## src/rtl/wnav_pkg.sv

```systemverilog
// ----------------------------------------------------------------------------
// wnav_pkg: shared types and constants of the NAV carrier-sense unit
// Command codes, state encodings, channel-width codes and the secondary
// channel availability rule.
// ----------------------------------------------------------------------------
package wnav_pkg;

   // Defaults for the top-level parameters
   localparam int AGE_WIDTH_DEFAULT      = 16;
   localparam int REVISION_WIDTH_DEFAULT = 16;

   // Configuration register addresses (byte addresses, 64-bit registers)
   localparam int         CSR_ADDR_WIDTH = 4;
   localparam logic [3:0] CSR_OWN_ADDRESS = 4'h0;

   // Event carried by one input beat
   typedef enum logic [2:0] {
      CMD_TICK     = 3'd0,
      CMD_RX_FRAME = 3'd1,
      CMD_TX_FRAME = 3'd2,
      CMD_RX_STATE = 3'd3,
      CMD_SIG_PART = 3'd4,
      CMD_TX_STATE = 3'd5,
      CMD_CCA      = 3'd6,
      CMD_QUERY    = 3'd7
   } cmd_type;

   // Receive state
   localparam logic [1:0] RX_UNDEF     = 2'd0;
   localparam logic [1:0] RX_IDLE      = 2'd1;
   localparam logic [1:0] RX_BUSY      = 2'd2;
   localparam logic [1:0] RX_RECEIVING = 2'd3;

   // Signal part
   localparam logic [2:0] SIG_NONE     = 3'd0;
   localparam logic [2:0] SIG_WHOLE    = 3'd1;
   localparam logic [2:0] SIG_PREAMBLE = 3'd2;
   localparam logic [2:0] SIG_HEADER   = 3'd3;
   localparam logic [2:0] SIG_DATA     = 3'd4;

   // Transmit state
   localparam logic [1:0] TX_UNDEF        = 2'd0;
   localparam logic [1:0] TX_IDLE         = 2'd1;
   localparam logic [1:0] TX_TRANSMITTING = 2'd2;

   // Channel width codes
   localparam logic [2:0] WIDTH_20   = 3'd0;
   localparam logic [2:0] WIDTH_40   = 3'd1;
   localparam logic [2:0] WIDTH_80   = 3'd2;
   localparam logic [2:0] WIDTH_160  = 3'd3;
   localparam logic [2:0] WIDTH_8080 = 3'd4;

   // Secondary channel index
   localparam logic [1:0] SEC_20 = 2'd0;
   localparam logic [1:0] SEC_40 = 2'd1;
   localparam logic [1:0] SEC_80 = 2'd2;

   // Secondary channel is usable under the held snapshot configuration
   function automatic logic sec_available(logic on, logic [2:0] w, logic [1:0] k);
      logic avail;
      avail = 1'b0;
      if (on) begin
         case (k)
            SEC_20: begin
               avail = (w != WIDTH_20);
            end
            SEC_40: begin
               avail = (w == WIDTH_80) || (w == WIDTH_160) || (w == WIDTH_8080);
            end
            SEC_80: begin
               avail = (w == WIDTH_160) || (w == WIDTH_8080);
            end
            default: begin
               avail = 1'b0;
            end
         endcase
      end
      return avail;
   endfunction

endpackage

```

## src/rtl/wlan_nav_carrier_sense_unit.sv

```systemverilog
// ----------------------------------------------------------------------------
// wlan_nav_carrier_sense_unit: 802.11 MAC carrier sense with NAV and CCA ages
// Virtual carrier countdown, primary medium state and secondary channel
// idle ages, updated by one event beat and reported on every beat.
// ----------------------------------------------------------------------------
// Usage:
//   req_* carries one event per beat (tick, rx/tx frame, rx state, signal
//   part, tx state, CCA snapshot or plain query). Every accepted beat yields
//   exactly one rsp_* beat with the medium, frame, NAV, reception and
//   channel-idle status as seen after that event.
//   A beat passes through an input register, then one pass of update logic
//   into the state and result registers.
//   Throughput is one beat per cycle while rsp_stall is low; the state update
//   of one beat is finished in the cycle before the next beat is evaluated.
//   When rsp_stall is high the result register holds its beat; one more
//   beat is taken into the input register, after which req_stall rises
//   until the result is taken.
//   csr_* is an APB-style port with one 64-bit register, own_address, at
//   byte address 0 (48 bits used). pready is tied high.
//   Reset (synchronous, active high) clears NAV, radio states, snapshot,
//   idle ages, the medium flag, own_address and both valid flags.
// ----------------------------------------------------------------------------
module wlan_nav_carrier_sense_unit #(
   parameter int AGE_WIDTH      = wnav_pkg::AGE_WIDTH_DEFAULT,
   parameter int REVISION_WIDTH = wnav_pkg::REVISION_WIDTH_DEFAULT
) (
   input  logic                                clock,
   input  logic                                reset,
   // event channel
   input  logic                                req_valid,
   output logic                                req_stall,
   input  logic [2:0]                          req_command,
   input  logic [14:0]                         req_duration,
   input  logic [47:0]                         req_receiver_address,
   input  logic                                req_fcs_ok,
   input  logic [2:0]                          req_state_value,
   input  logic                                req_cca_enabled,
   input  logic [2:0]                          req_cca_width,
   input  logic [15:0]                         req_cca_revision,
   input  logic [3:0]                          req_busy_mask,
   input  logic [2:0]                          req_query_width,
   input  logic [15:0]                         req_query_interval,
   // status channel
   output logic                                rsp_valid,
   input  logic                                rsp_stall,
   output logic                                rsp_medium_free,
   output logic                                rsp_medium_changed,
   output logic                                rsp_frame_ok,
   output logic                                rsp_corrupted_frame,
   output logic                                rsp_nav_active,
   output logic [14:0]                         rsp_nav_remaining,
   output logic                                rsp_reception_in_progress,
   output logic                                rsp_channel_idle,
   // configuration port
   input  logic                                csr_psel,
   input  logic                                csr_penable,
   input  logic                                csr_pwrite,
   input  logic [wnav_pkg::CSR_ADDR_WIDTH-1:0] csr_paddr,
   input  logic [63:0]                         csr_pwdata,
   output logic [63:0]                         csr_prdata,
   output logic                                csr_pready
);

   // Revision bits kept: the snapshot field is 16 bits, masked further
   // when REVISION_WIDTH is narrower.
   localparam int REV_W = (REVISION_WIDTH < 16) ? REVISION_WIDTH : 16;
   // Common width for comparing an idle age with the query interval
   localparam int CMP_W = (AGE_WIDTH > 16) ? AGE_WIDTH : 16;

   // ---------------------------------------------------------------------
   // Configuration register
   // ---------------------------------------------------------------------
   logic [47:0] own_address_ff;
   logic [47:0] own_address_in;
   logic        csr_write;

   assign csr_pready = 1'b1;
   assign csr_write  = csr_psel && csr_penable && csr_pwrite && csr_pready;

   always_comb begin
      own_address_in = own_address_ff;
      if (csr_write && (csr_paddr == wnav_pkg::CSR_OWN_ADDRESS)) begin
         own_address_in = csr_pwdata[47:0];
      end
   end

   always_comb begin
      csr_prdata = '0;
      if (csr_paddr == wnav_pkg::CSR_OWN_ADDRESS) begin
         csr_prdata = {16'b0, own_address_ff};
      end
   end

   // ---------------------------------------------------------------------
   // Handshake: input register in front, result register behind.
   // ---------------------------------------------------------------------
   logic s1_valid_ff, s1_valid_in;
   logic rsp_valid_ff, rsp_valid_in;
   logic out_free;
   logic advance;
   logic accept_in;

   assign out_free  = !rsp_valid_ff || !rsp_stall;
   assign advance   = s1_valid_ff && out_free;
   assign req_stall = s1_valid_ff && !out_free;
   assign accept_in = req_valid && !req_stall;

   always_comb begin
      s1_valid_in = s1_valid_ff;
      if (accept_in) begin
         s1_valid_in = 1'b1;
      end else if (advance) begin
         s1_valid_in = 1'b0;
      end
      rsp_valid_in = advance || (rsp_valid_ff && rsp_stall);
   end

   // Input register payload
   wnav_pkg::cmd_type s1_command_ff;
   logic [14:0]       s1_duration_ff;
   logic [47:0]       s1_receiver_address_ff;
   logic              s1_fcs_ok_ff;
   logic [2:0]        s1_state_value_ff;
   logic              s1_cca_enabled_ff;
   logic [2:0]        s1_cca_width_ff;
   logic [15:0]       s1_cca_revision_ff;
   logic [3:0]        s1_busy_mask_ff;
   logic [2:0]        s1_query_width_ff;
   logic [15:0]       s1_query_interval_ff;

   always_ff @(posedge clock) begin
      if (accept_in) begin
         s1_command_ff          <= wnav_pkg::cmd_type'(req_command);
         s1_duration_ff         <= req_duration;
         s1_receiver_address_ff <= req_receiver_address;
         s1_fcs_ok_ff           <= req_fcs_ok;
         s1_state_value_ff      <= req_state_value;
         s1_cca_enabled_ff      <= req_cca_enabled;
         s1_cca_width_ff        <= req_cca_width;
         s1_cca_revision_ff     <= req_cca_revision;
         s1_busy_mask_ff        <= req_busy_mask;
         s1_query_width_ff      <= req_query_width;
         s1_query_interval_ff   <= req_query_interval;
      end
   end

   // ---------------------------------------------------------------------
   // Carrier-sense state
   // ---------------------------------------------------------------------
   logic [14:0]          nav_count_ff,      nav_count_in;
   logic [1:0]           rx_state_ff,       rx_state_in;
   logic [2:0]           signal_part_ff,    signal_part_in;
   logic [1:0]           tx_state_ff,       tx_state_in;
   logic                 cca_on_ff,         cca_on_in;
   logic [2:0]           cca_width_ff,      cca_width_in;
   logic [REV_W-1:0]     cca_revision_ff,   cca_revision_in;
   logic [3:0]           busy_ff,           busy_in;
   logic [AGE_WIDTH-1:0] age_ff [3];
   logic [AGE_WIDTH-1:0] age_in [3];
   logic [2:0]           age_valid_ff,      age_valid_in;
   logic                 medium_free_ff,    medium_free_in;

   // Result register payload
   logic        rsp_medium_changed_ff,        rsp_medium_changed_in;
   logic        rsp_frame_ok_ff,              rsp_frame_ok_in;
   logic        rsp_corrupted_frame_ff,       rsp_corrupted_frame_in;
   logic        rsp_reception_ff,             rsp_reception_in;
   logic        rsp_channel_idle_ff,          rsp_channel_idle_in;

   // Working signals of the update pass
   logic [REV_W-1:0] rev_masked;
   logic             reset_hist;
   logic [2:0]       old_avail;
   logic [2:0]       new_avail;
   logic [2:0]       sec_idle;
   logic             primary_idle;
   logic             nav_load;

   // NAV only ever lengthens: nonzero and at least the running count
   always_comb begin
      nav_load = (s1_duration_ff != 15'd0) && (s1_duration_ff >= nav_count_ff);
   end

   always_comb begin
      nav_count_in           = nav_count_ff;
      rx_state_in            = rx_state_ff;
      signal_part_in         = signal_part_ff;
      tx_state_in            = tx_state_ff;
      cca_on_in              = cca_on_ff;
      cca_width_in           = cca_width_ff;
      cca_revision_in        = cca_revision_ff;
      busy_in                = busy_ff;
      age_in                 = age_ff;
      age_valid_in           = age_valid_ff;
      rsp_frame_ok_in        = 1'b0;
      rsp_corrupted_frame_in = 1'b0;

      rev_masked = s1_cca_revision_ff[REV_W-1:0];
      reset_hist = (s1_cca_enabled_ff != cca_on_ff) ||
                   (s1_cca_width_ff != cca_width_ff) ||
                   (rev_masked != cca_revision_ff);
      for (int k = 0; k < 3; k++) begin
         old_avail[k] = wnav_pkg::sec_available(cca_on_ff, cca_width_ff, 2'(k));
         new_avail[k] = wnav_pkg::sec_available(s1_cca_enabled_ff, s1_cca_width_ff,
                                                2'(k));
      end

      case (s1_command_ff)
         wnav_pkg::CMD_TICK: begin
            if (nav_count_ff != 15'd0) begin
               nav_count_in = nav_count_ff - 15'd1;
            end
            for (int k = 0; k < 3; k++) begin
               if (age_valid_ff[k] && (age_ff[k] != {AGE_WIDTH{1'b1}})) begin
                  age_in[k] = age_ff[k] + AGE_WIDTH'(1);
               end
            end
         end
         wnav_pkg::CMD_RX_FRAME: begin
            if (s1_fcs_ok_ff) begin
               rsp_frame_ok_in = 1'b1;
               if ((s1_receiver_address_ff != own_address_ff) && nav_load) begin
                  nav_count_in = s1_duration_ff;
               end
            end else begin
               rsp_corrupted_frame_in = 1'b1;
            end
         end
         wnav_pkg::CMD_TX_FRAME: begin
            if (nav_load) begin
               nav_count_in = s1_duration_ff;
            end
         end
         wnav_pkg::CMD_RX_STATE: begin
            if (s1_state_value_ff inside {[3'd0:3'd3]}) begin
               rx_state_in = s1_state_value_ff[1:0];
            end
         end
         wnav_pkg::CMD_SIG_PART: begin
            if (s1_state_value_ff inside {[3'd0:3'd4]}) begin
               signal_part_in = s1_state_value_ff;
            end
         end
         wnav_pkg::CMD_TX_STATE: begin
            if (s1_state_value_ff inside {[3'd0:3'd2]}) begin
               tx_state_in = s1_state_value_ff[1:0];
            end
         end
         wnav_pkg::CMD_CCA: begin
            cca_on_in       = s1_cca_enabled_ff;
            cca_width_in    = s1_cca_width_ff;
            cca_revision_in = rev_masked;
            busy_in         = s1_busy_mask_ff;
            for (int k = 0; k < 3; k++) begin
               if (!new_avail[k] || s1_busy_mask_ff[k+1]) begin
                  age_valid_in[k] = 1'b0;
                  age_in[k]       = '0;
               end else if (reset_hist || !old_avail[k] || !age_valid_ff[k]) begin
                  age_valid_in[k] = 1'b1;
                  age_in[k]       = '0;
               end
            end
         end
         default: begin
         end
      endcase
   end

   // Status after the update
   always_comb begin
      primary_idle = (rx_state_in != wnav_pkg::RX_RECEIVING) &&
                     (cca_on_in ? !busy_in[0] : (rx_state_in == wnav_pkg::RX_IDLE));
      medium_free_in = primary_idle && (tx_state_in == wnav_pkg::TX_UNDEF) &&
                       (nav_count_in == 15'd0);
      rsp_medium_changed_in = (medium_free_in != medium_free_ff);
      rsp_reception_in = (rx_state_in == wnav_pkg::RX_RECEIVING) &&
                         ((signal_part_in == wnav_pkg::SIG_WHOLE) ||
                          (signal_part_in == wnav_pkg::SIG_DATA));

      for (int k = 0; k < 3; k++) begin
         sec_idle[k] = wnav_pkg::sec_available(cca_on_in, cca_width_in, 2'(k)) &&
                       !busy_in[k+1] && age_valid_in[k] &&
                       (CMP_W'(age_in[k]) >= CMP_W'(s1_query_interval_ff));
      end

      rsp_channel_idle_in = 1'b1;
      if (cca_on_in) begin
         case (s1_query_width_ff)
            wnav_pkg::WIDTH_20: begin
               rsp_channel_idle_in = 1'b1;
            end
            wnav_pkg::WIDTH_40: begin
               rsp_channel_idle_in = sec_idle[0];
            end
            wnav_pkg::WIDTH_80: begin
               rsp_channel_idle_in = sec_idle[0] && sec_idle[1];
            end
            wnav_pkg::WIDTH_160: begin
               rsp_channel_idle_in = &sec_idle;
            end
            default: begin
               rsp_channel_idle_in = 1'b0;
            end
         endcase
      end
   end

   // ---------------------------------------------------------------------
   // Registers
   // ---------------------------------------------------------------------
   always_ff @(posedge clock) begin
      if (reset) begin
         own_address_ff  <= '0;
         s1_valid_ff     <= 1'b0;
         rsp_valid_ff    <= 1'b0;
         nav_count_ff    <= '0;
         rx_state_ff     <= wnav_pkg::RX_UNDEF;
         signal_part_ff  <= wnav_pkg::SIG_NONE;
         tx_state_ff     <= wnav_pkg::TX_UNDEF;
         cca_on_ff       <= 1'b0;
         cca_width_ff    <= wnav_pkg::WIDTH_20;
         cca_revision_ff <= '0;
         busy_ff         <= '0;
         age_ff          <= '{default: '0};
         age_valid_ff    <= '0;
         medium_free_ff  <= 1'b0;
      end else begin
         own_address_ff <= own_address_in;
         s1_valid_ff    <= s1_valid_in;
         rsp_valid_ff   <= rsp_valid_in;
         // commit the state of one beat as it moves into the result register
         if (advance) begin
            nav_count_ff    <= nav_count_in;
            rx_state_ff     <= rx_state_in;
            signal_part_ff  <= signal_part_in;
            tx_state_ff     <= tx_state_in;
            cca_on_ff       <= cca_on_in;
            cca_width_ff    <= cca_width_in;
            cca_revision_ff <= cca_revision_in;
            busy_ff         <= busy_in;
            age_ff          <= age_in;
            age_valid_ff    <= age_valid_in;
            medium_free_ff  <= medium_free_in;
         end
      end
   end

   always_ff @(posedge clock) begin
      if (advance) begin
         rsp_medium_changed_ff  <= rsp_medium_changed_in;
         rsp_frame_ok_ff        <= rsp_frame_ok_in;
         rsp_corrupted_frame_ff <= rsp_corrupted_frame_in;
         rsp_reception_ff       <= rsp_reception_in;
         rsp_channel_idle_ff    <= rsp_channel_idle_in;
      end
   end

   // Medium flag and NAV count are state; the result reads them directly.
   assign rsp_valid                 = rsp_valid_ff;
   assign rsp_medium_free           = medium_free_ff;
   assign rsp_medium_changed        = rsp_medium_changed_ff;
   assign rsp_frame_ok              = rsp_frame_ok_ff;
   assign rsp_corrupted_frame       = rsp_corrupted_frame_ff;
   assign rsp_nav_active            = (nav_count_ff != 15'd0);
   assign rsp_nav_remaining         = nav_count_ff;
   assign rsp_reception_in_progress = rsp_reception_ff;
   assign rsp_channel_idle          = rsp_channel_idle_ff;

endmodule

```

## config.mk

```make
export PLATFORM = sky130hd
export DESIGN_NAME = wlan_nav_carrier_sense_unit
export DESIGN_NICKNAME = d
export VERILOG_FILES = /design/src/rtl/wnav_pkg.sv /design/src/rtl/wlan_nav_carrier_sense_unit.sv
export SDC_FILE = /design/constraint.sdc
export NUM_CORES = 1
export LEC_CHECK = 0
export BUFFER_PORTS_ARGS = -buffer_cell sky130_fd_sc_hd__clkbuf_2
export CORE_ASPECT_RATIO = 1.1
export CORE_MARGIN = 5
export CORE_UTILIZATION = 54
export CTS_BUF_LIST = sky130_fd_sc_hd__clkbuf_8
export DETAILED_ROUTE_END_ITERATION = 8
export PLACE_DENSITY_LB_ADDON = 0.08
export SYNTH_ARGS = -nofsm -noshare
export SYNTH_HDL_FRONTEND = slang
export SYNTH_SLANG_ARGS = --single-unit
export TNS_END_PERCENT = 100
```

## constraint.sdc

```tcl
create_clock -name clock -period 9.2 [get_ports clock]
set_input_delay 1.84 -clock clock [delete_from_list [all_inputs] [get_ports clock]]
set_output_delay 1.84 -clock clock [all_outputs]
set_load 0.02 [all_outputs]
```

==> impl_metrics.csv, run 1 <==
group,metric,value,unit
route,via_count,13000,
placement,portBuffers,243,
timing,max_slew_margin,24.9,%
placement,hpwl,29.6,mm
timing,drv_slew,0,
global_routing,track_usage,26.4,%
yosys,seq_area_frac_synth,44.9,%
clock_tree,cts_tree,"built",
route,routedWlPerCell,18.5,microns
worst_hold_path,hp-start,"busy_ff[0]$_SDFFE_PP0P_",
timing,finalHoldViolations,0,
yosys,syn_area,14500,sq um
yosys,yosys_most_used_dff,"dfxtp_1",
timing,period_share,53.0,%
timing,fin_crit,4.87,ns
die,dieHeight,182,microns
setup_path,path_class,"in2out",
setup_path,rr_worst_depth,15,
route,post-route-drc-count,0,
worst_hold_path,holdPathEnd,"busy_ff[0]$_SDFFE_PP0P_",
placement,place.gp.congestion,0.932,
route,first_pass_iters,6,
cells_and_area,drive_gt1_share,17.6,%
power_and_ir_drop,combPwrFrac,12.5,%
yosys,ys_ff_latch,266,
timing,setup_slack,4.33,ns
timing,hold_ws,0.462,ns
setup_path,cp_slowest_cell,"buf_4",
global_routing,antenna_found_initial,1,
clock_tree,cts_root_buf,"clkbuf_8",
global_routing,overflow,0,
global_routing,grt_pass1_vias,12600,
power_and_ir_drop,power.total,2.60,mW
power_and_ir_drop,internal_power,1.89,mW
die,die_x,166,microns
yosys,yosysUniqueCellTypes,84,
global_routing,grt_pass1_wl,65.8,mm
yosys,async_flop_share,0,%
setup_path,regToRegEndpoint,"rsp_channel_idle$_SDFFCE_PP1P_",
die,core_area,26700,sq um
clock_tree,cts-resized-gates,0,
setup_path,r2r_start,"s1_cca_width_ff[1]$_DFFE_PP_",
die,start_util,54.3,%
timing,max_freq,205,MHz
power_and_ir_drop,swShare,27.2,%
global_routing,grt_max_degree,85,
die,dieArea,30200,sq um
yosys,avgSynthCellArea,8.84,sq um
clock_tree,clock_sinks,266,
setup_path,cpMostUsedCell,"clkbuf_2",
cells_and_area,nNetsFinal,2105,
worst_hold_path,whs_path_depth,2,
clock_tree,ctsHoldBuffers,0,
power_and_ir_drop,peakVddDrop,0.106,mV
power_and_ir_drop,power_switching,708,uW
clock_tree,htree_levels,2,
setup_path,worstPathArrival,3.03,ns
setup_path,start_kind,"primary input",
timing,tightest_slew,1.12,ns
cells_and_area,area_growth,14.8,%
setup_path,crit_path_cell_trace,"clkbuf_2 > nor4_2 > buf_4 > and2_1 > clkbuf_2",
worst_hold_path,hold_class,"reg2reg",
power_and_ir_drop,total_leakage_power,6.88,nW
setup_path,reg2reg_slack,4.33,ns
timing,finalClockSkew,0.0210,ns
setup_path,cp-end-kind,"output port",
power_and_ir_drop,clkPwrFrac,36.3,%
placement,dp_slack,4.35,ns
setup_path,path_delay_family,"buffers and inverters",
setup_path,required,7.36,ns
die,pin_count,277,
run,maxCapViolCount,0,
placement,post_dp_cell_area,15800,sq um
clock_tree,clk_pin_slew,0.06,ns
route,via_per_inst,5.78,
yosys,ys_warn_count,0,
clock_tree,clk_latency,0.56,ns
clock_tree,cts_setup_buffers,0,
clock_tree,cts_buffers,44,
timing,setup_viol,0,
timing,grt_setup_unrepaired,"false",
cells_and_area,fin_area,16600,sq um
timing,finalSetupTns,0,ns
yosys,postSynthCellCount,1641,
power_and_ir_drop,powerDensity,156,nW/um^2
route,drt_iter0_drc,945,
route,drtAntennaViolNets,0,
setup_path,cp_max_fo,50,
setup_path,cp_slowest_stage_delay,0.42,ns
power_and_ir_drop,seqPwrFrac,51.2,%
yosys,synth_edf_count,118,
run_status,status,"completed",
route,finalWirelength,41.5,mm
clock_tree,clockBufferDepth,3,
die,rows,63,
setup_path,path_buf_inv,3,
[synth_stat cells, drive strengths merged (3+ instances only)]
library cell / n / area share (%)
o31a: 3 / 0.18
dfxtp: 148 / 20
o22ai: 5 / 0.22
mux2i: 4 / 0.28
nor3: 51 / 1.9
and3: 9 / 0.39
buf: 34 / 1.5
and2: 56 / 2.4
o21a: 3 / 0.16
a211oi: 19 / 0.98
xor2: 11 / 0.66
nor4b: 3 / 0.18
a22oi: 3 / 0.16
a21oi: 151 / 5.2
a2111oi: 7 / 0.72
edfxtp: 118 / 24
o211a: 15 / 1.0
nor2b: 8 / 0.35
clkbuf: 74 / 1.9
a21o: 37 / 1.9
or3: 5 / 0.22
o211ai: 4 / 0.21
a311oi: 8 / 0.48
nand2b: 19 / 0.82
o21ai: 80 / 2.8
or2: 3 / 0.13
nor2: 136 / 3.5
nor4: 16 / 0.73
nand4: 43 / 1.9
a221oi: 4 / 0.24
inv: 41 / 1.1
nand3: 42 / 1.4
xnor2: 59 / 3.6
and4: 10 / 0.60
o31ai: 15 / 0.81
nand2: 260 / 6.7
or4: 4 / 0.23
ha: 67 / 5.8
a31oi: 22 / 0.95
[power by group through the flow]
stage | clock, mW | sequential, mW | combinational, mW
global route | 1.02 | 1.34 | 0.361
CTS | 0.967 | 1.33 | 0.323
global placement | 0 | 1.35 | 0.316
floorplan | 0 | 1.35 | 0.224
detailed placement | 0 | 1.36 | 0.322
finish | 0.944 | 1.33 | 0.325
[cell type report]
class / instances / area, sq um
Sequential cell: 266 / 6510
Clock inverter: 33 / 144
Antenna cell: 1 / 2.50
Inverter: 41 / 154
Fill cell: 2351 / 10100
Tap cell: 357 / 447
Multi-Input combinational cell: 1241 / 7420
Timing Repair Buffer: 256 / 1320
Clock buffer: 48 / 661
[placed cells by master, fill, tap and decap left out, types with 17 or more instances in the layout]
cell      count
xnor2_1      59
edfxtp_1    118
clkbuf_8     48
inv_1        68
clkbuf_2    242
a21oi_1     151
o21ai_0      66
nand2_1     258
nor3_1       49
dfxtp_1     148
nand2b_1     19
nor2_1      135
ha_1         67
nand4_1      43
conb_1       17
nand3_1      42
and2_1       55
a31oi_1      22
a21o_1       37
a211oi_1     19
[registers in the layout (all words and copies together), names as in the netlist, 4 cells and up]
signal	count
busy_ff	4
rev_masked	16
age_ff	48
s1_duration_ff	15
s1_busy_mask_ff	4
own_address_ff	48
s1_query_interval_ff	16
s1_receiver_address_ff	48
cca_revision_ff	16
rsp_nav_remaining	15
[logic make-up after synthesis]
logic type	Yosys count	synth area share [%]
AND/OR/NAND/NOR	672	21.9
AO/OA/AOI/OAI	409	18.2
flip-flops	266	44.9
buffers and inverters	149	4.51
XOR/XNOR	70	4.23
adder cells (fa/ha/maj)	67	5.78
multiplexers	6	0.431
other	2	0.0518
[worst max path at each step]
stage                                    start  slack (ns)                             end  cells after the start
floorplan                            rsp_stall        1.53         rev_masked[0]$_DFFE_PP_                      2
global placement                  csr_paddr[1]        4.35                  csr_prdata[44]                      5
detailed placement                csr_paddr[1]        4.35                  csr_prdata[44]                      5
CTS                               csr_paddr[1]        4.34                  csr_prdata[44]                      5
global route        s1_command_ff[2]$_DFFE_PP_        3.98  rsp_channel_idle$_SDFFCE_PP1P_                     18
finish                            csr_paddr[1]        4.33                  csr_prdata[47]                      5
[stage by stage]
stage | util [%] | instances
floorplan | - | 1656
global placement | 59.3 | 2161
detailed placement | 59.3 | 2161
CTS | 62.3 | 2242
global route | 62.3 | 2243
finish | 62.3 | 2243
[metal layers]
metal  vias up  GRT usage, %  wire length (microns)
met1      6009          33.8                  16800
met5         -             0                      0
met3        92          6.42                   3830
li1       6301             -                      -
met4         0          8.25                   1240
met2       568          44.3                  19600
[tightest hold or removal path, delay by kind of cell, from the launching register on]
| kind | cells | cell delay [ns] |
|---|---|---|
| flops | 1 | 0.31 |
| simple gates | 1 | 0.05 |
| compound gates | 1 | 0.05 |
No activity file was read; power rests on OpenSTA's default activity.
==> run 2: changes to the inputs <==
ABC_AREA = 1   (was default)
CORE_UTILIZATION = 53   (was 54)
clock period = 4.4 ns   (was 9.2 ns; I/O delays follow)
==> run 2 against run 1 <==
Against the previous run: clock power up 120%; utilization down 0.27 points; via count up 6.2%; flip-flop and latch count unchanged; combinational power rose to 2.7 times the previous value; synthesized cell count up 21%; first-iteration DRC count down 10%; global-route usage down 1.8 points; die area up 4.9%; cell area up 3.8%; power up 120%.
==> impl_metrics.csv, run 2 <==
group,metric,value,unit
power_and_ir_drop,clkPwrFrac,36.6,%
yosys,yosysMostFrequentCell,"nand2_1",
yosys,synthDominantCellAreaShare,23.7,%
timing,finalClockSkew,0.0185,ns
cells_and_area,top_regs,"age_ff (48), own_address_ff (48), s1_receiver_address_ff (48)",
power_and_ir_drop,total_leakage_power,7.90,nW
setup_path,cp_max_fo,16,
placement,portBuffers,243,
run_status,status,"completed",
clock_tree,clockBufferDepth,3,
route,post-route-drc-count,0,
global_routing,grt.busiest_layer,"met2",
setup_path,cp-end-kind,"register",
cells_and_area,nNetsFinal,2471,
timing,period_share,86.6,%
die,pin_count,277,
cells_and_area,regArea,6510,sq um
global_routing,grt_max_degree,97,
die,dieArea,31700,sq um
power_and_ir_drop,internal_power,4.13,mW
timing,finalSetupTns,0,ns
placement,place.gp.congestion,0.909,
clock_tree,htree_levels,2,
worst_hold_path,hold_class,"reg2reg",
setup_path,required,4.72,ns
setup_path,path_class,"reg2reg",
setup_path,regToRegEndpoint,"rsp_channel_idle$_SDFFCE_PP1P_",
cells_and_area,multi_input_area,6970,sq um
die,die_x,170,microns
clock_tree,clock_sinks,266,
timing,hold_ws,0.472,ns
die,core_area,27900,sq um
timing,fin_crit,3.81,ns
route,via_count,13800,
route,drt_iter0_drc,850,
clock_tree,ctsHoldBuffers,0,
worst_hold_path,hp-start,"busy_ff[1]$_SDFFE_PP0P_",
clock_tree,cts_tree,"built",
yosys,seq_area_frac_synth,43.4,%
clock_tree,clk_latency,0.57,ns
route,finalWirelength,40.2,mm
route,routedWlPerCell,15.3,microns
setup_path,start_kind,"register",
yosys,ys_warn_count,0,
global_routing,grtUsageMet3,5.54,%
timing,tightest_slew,1.02,ns
placement,hpwl,29.6,mm
worst_hold_path,holdPathEnd,"busy_ff[1]$_SDFFE_PP0P_",
global_routing,grt_util_met1,31.6,%
yosys,ys_ff_latch,266,
timing,max_freq,262,MHz
timing,setup_viol,0,
clock_tree,cts-resized-gates,0,
route,first_pass_iters,5,
power_and_ir_drop,peakVddDrop,0.236,mV
clock_tree,cts_buffers,45,
setup_path,reg2reg_slack,0.59,ns
global_routing,grt_pass1_wl,64.2,mm
yosys,synth.area.top_cells,"edfxtp_1 24%, dfxtp_1 20%, nand2_1 7.8%, o21ai_0 7.8%, inv_1 7.3%",
clock_tree,cts_root_buf,"clkbuf_8",
global_routing,grtUsageMet2,41.7,%
global_routing,overflow,0,
power_and_ir_drop,combPwrFrac,14.9,%
yosys,postSynthCellCount,1985,
power_and_ir_drop,power.total,5.80,mW
yosys,yosys_most_used_dff,"dfxtp_1",
yosys,synth_area_leader_cell,"edfxtp_1",
worst_hold_path,whs_path_depth,2,
timing,grt_setup_unrepaired,"false",
clock_tree,clk_pin_slew,0.06,ns
yosys,yosys-top-cells-count,"311 x nand2_1, 292 x inv_1, 232 x o21ai_0, 228 x nor2_1, 197 x a21oi_1",
die,dieHeight,186,microns
die,start_util,53.7,%
cells_and_area,num-fill-cells,2564,
setup_path,worstPathArrival,4.13,ns
setup_path,r2r_start,"s1_command_ff[0]$_DFFE_PP_",
route,via_per_inst,5.27,
global_routing,track_usage,24.6,%
timing,drv_slew,0,
setup_path,rr_worst_depth,20,
route,drtAntennaViolNets,0,
timing,max_slew_margin,31.7,%
yosys,syn_area,15000,sq um
power_and_ir_drop,powerDensity,336,nW/um^2
yosys,async_flop_share,0,%
cells_and_area,layout_common_cells,"310 x nand2_1, 306 x inv_1, 243 x clkbuf_2",
yosys,synth_edf_count,118,
global_routing,antenna_found_initial,1,
clock_tree,cts_setup_buffers,0,
global_routing,grt_pass1_vias,13000,
power_and_ir_drop,swShare,28.8,%
power_and_ir_drop,power_switching,1.67,mW
yosys,avgSynthCellArea,7.55,sq um
cells_and_area,layout_commonest_cell,"nand2_1",
run,maxCapViolCount,0,
die,rows,64,
cells_and_area,drive_gt1_share,16.0,%
cells_and_area,area_growth,15.4,%
power_and_ir_drop,seqPwrFrac,48.5,%
timing,finalHoldViolations,0,
yosys,yosysUniqueCellTypes,49,
[run 2: cells by family (layout without fill, tap and decap cells)]
group           Yosys count  in the layout  share of synthesized area (%)
compound gates          472            472                           16.4
xor+xnor                 53             53                           3.10
fa+ha+maj                67             67                           5.60
buf+inv                 393            645                           10.5
flops                   266            266                           43.4
other cells               2             18                         0.0501
simple gates            732            732                           20.9
[run 2: area by class of cell]
cell class                 instances  share of cell area, %
multi-input combinational       1341                   40.3
clock buffer                      50                   3.98
clock inverter                    33                   1.04
timing repair buffer             259                   7.80
sequential                       266                   37.6
antenna                            1                 0.0145
inverter                         303                   6.59
tap                              363                   2.63
[run 2: power by group through the flow]
stage	Clock (mW)	Combinational (mW)	Sequential (mW)
after CTS	2.17	0.866	2.81
final	2.12	0.867	2.81
after detailed placement	0	0.863	2.86
after global routing	2.29	0.990	2.82
after global placement	0	0.845	2.86
after floorplan	0	0.608	2.85
[run 2: critical path, cell delays in order (launching register included)]
cell      delay, ns
edfxtp_1       0.40
inv_1          0.13
nand2_1        0.12
nor2_4         0.24
inv_2          0.22
nor2_4         0.16
nand3_1        0.09
inv_1          0.09
nand3_1        0.13
nand2_1        0.16
inv_1          0.21
o21ai_0        0.30
ha_1           0.29
a21oi_1        0.17
o21ai_0        0.11
a21oi_1        0.19
nand3_1        0.17
a21boi_0       0.20
o21ai_0        0.09
nand2_1        0.06
nand2_1        0.05
[run 2: worst max-delay path by stage]
stage | depth (start not counted) | slack, ns | from | end
2_1_floorplan | 5 | 0.53 | rsp_stall | rev_masked[0]$_DFFE_PP_
3_3_place_gp | 20 | 0.64 | s1_command_ff[0]$_DFFE_PP_ | rsp_channel_idle$_SDFFCE_PP1P_
3_5_place_dp | 22 | 0.56 | s1_command_ff[0]$_DFFE_PP_ | rsp_channel_idle$_SDFFCE_PP1P_
4_1_cts | 22 | 0.54 | s1_command_ff[0]$_DFFE_PP_ | rsp_channel_idle$_SDFFCE_PP1P_
5_1_grt | 25 | 0.14 | age_ff[0]$_SDFFE_PP0P_ | rsp_channel_idle$_SDFFCE_PP1P_
6_report | 20 | 0.59 | s1_command_ff[0]$_DFFE_PP_ | rsp_channel_idle$_SDFFCE_PP1P_
[run 2: through the flow]
stage	setup WS, ns	cell area, sq um	util (%)	std cells
floorplan	0.526	15000	-	2000
global placement	0.644	16400	58.9	2532
detailed placement	0.563	16400	58.9	2532
CTS	0.541	17300	62.0	2615
global route	0.136	17300	62.0	2616
finish	0.587	17300	62.0	2616
[run 2: per-layer routing]
layer	up-vias	part of all wire [%]
met1	6239	42
li1	6989	-
met2	482	48
met5	-	0
met4	0	2.2
met3	68	8.0
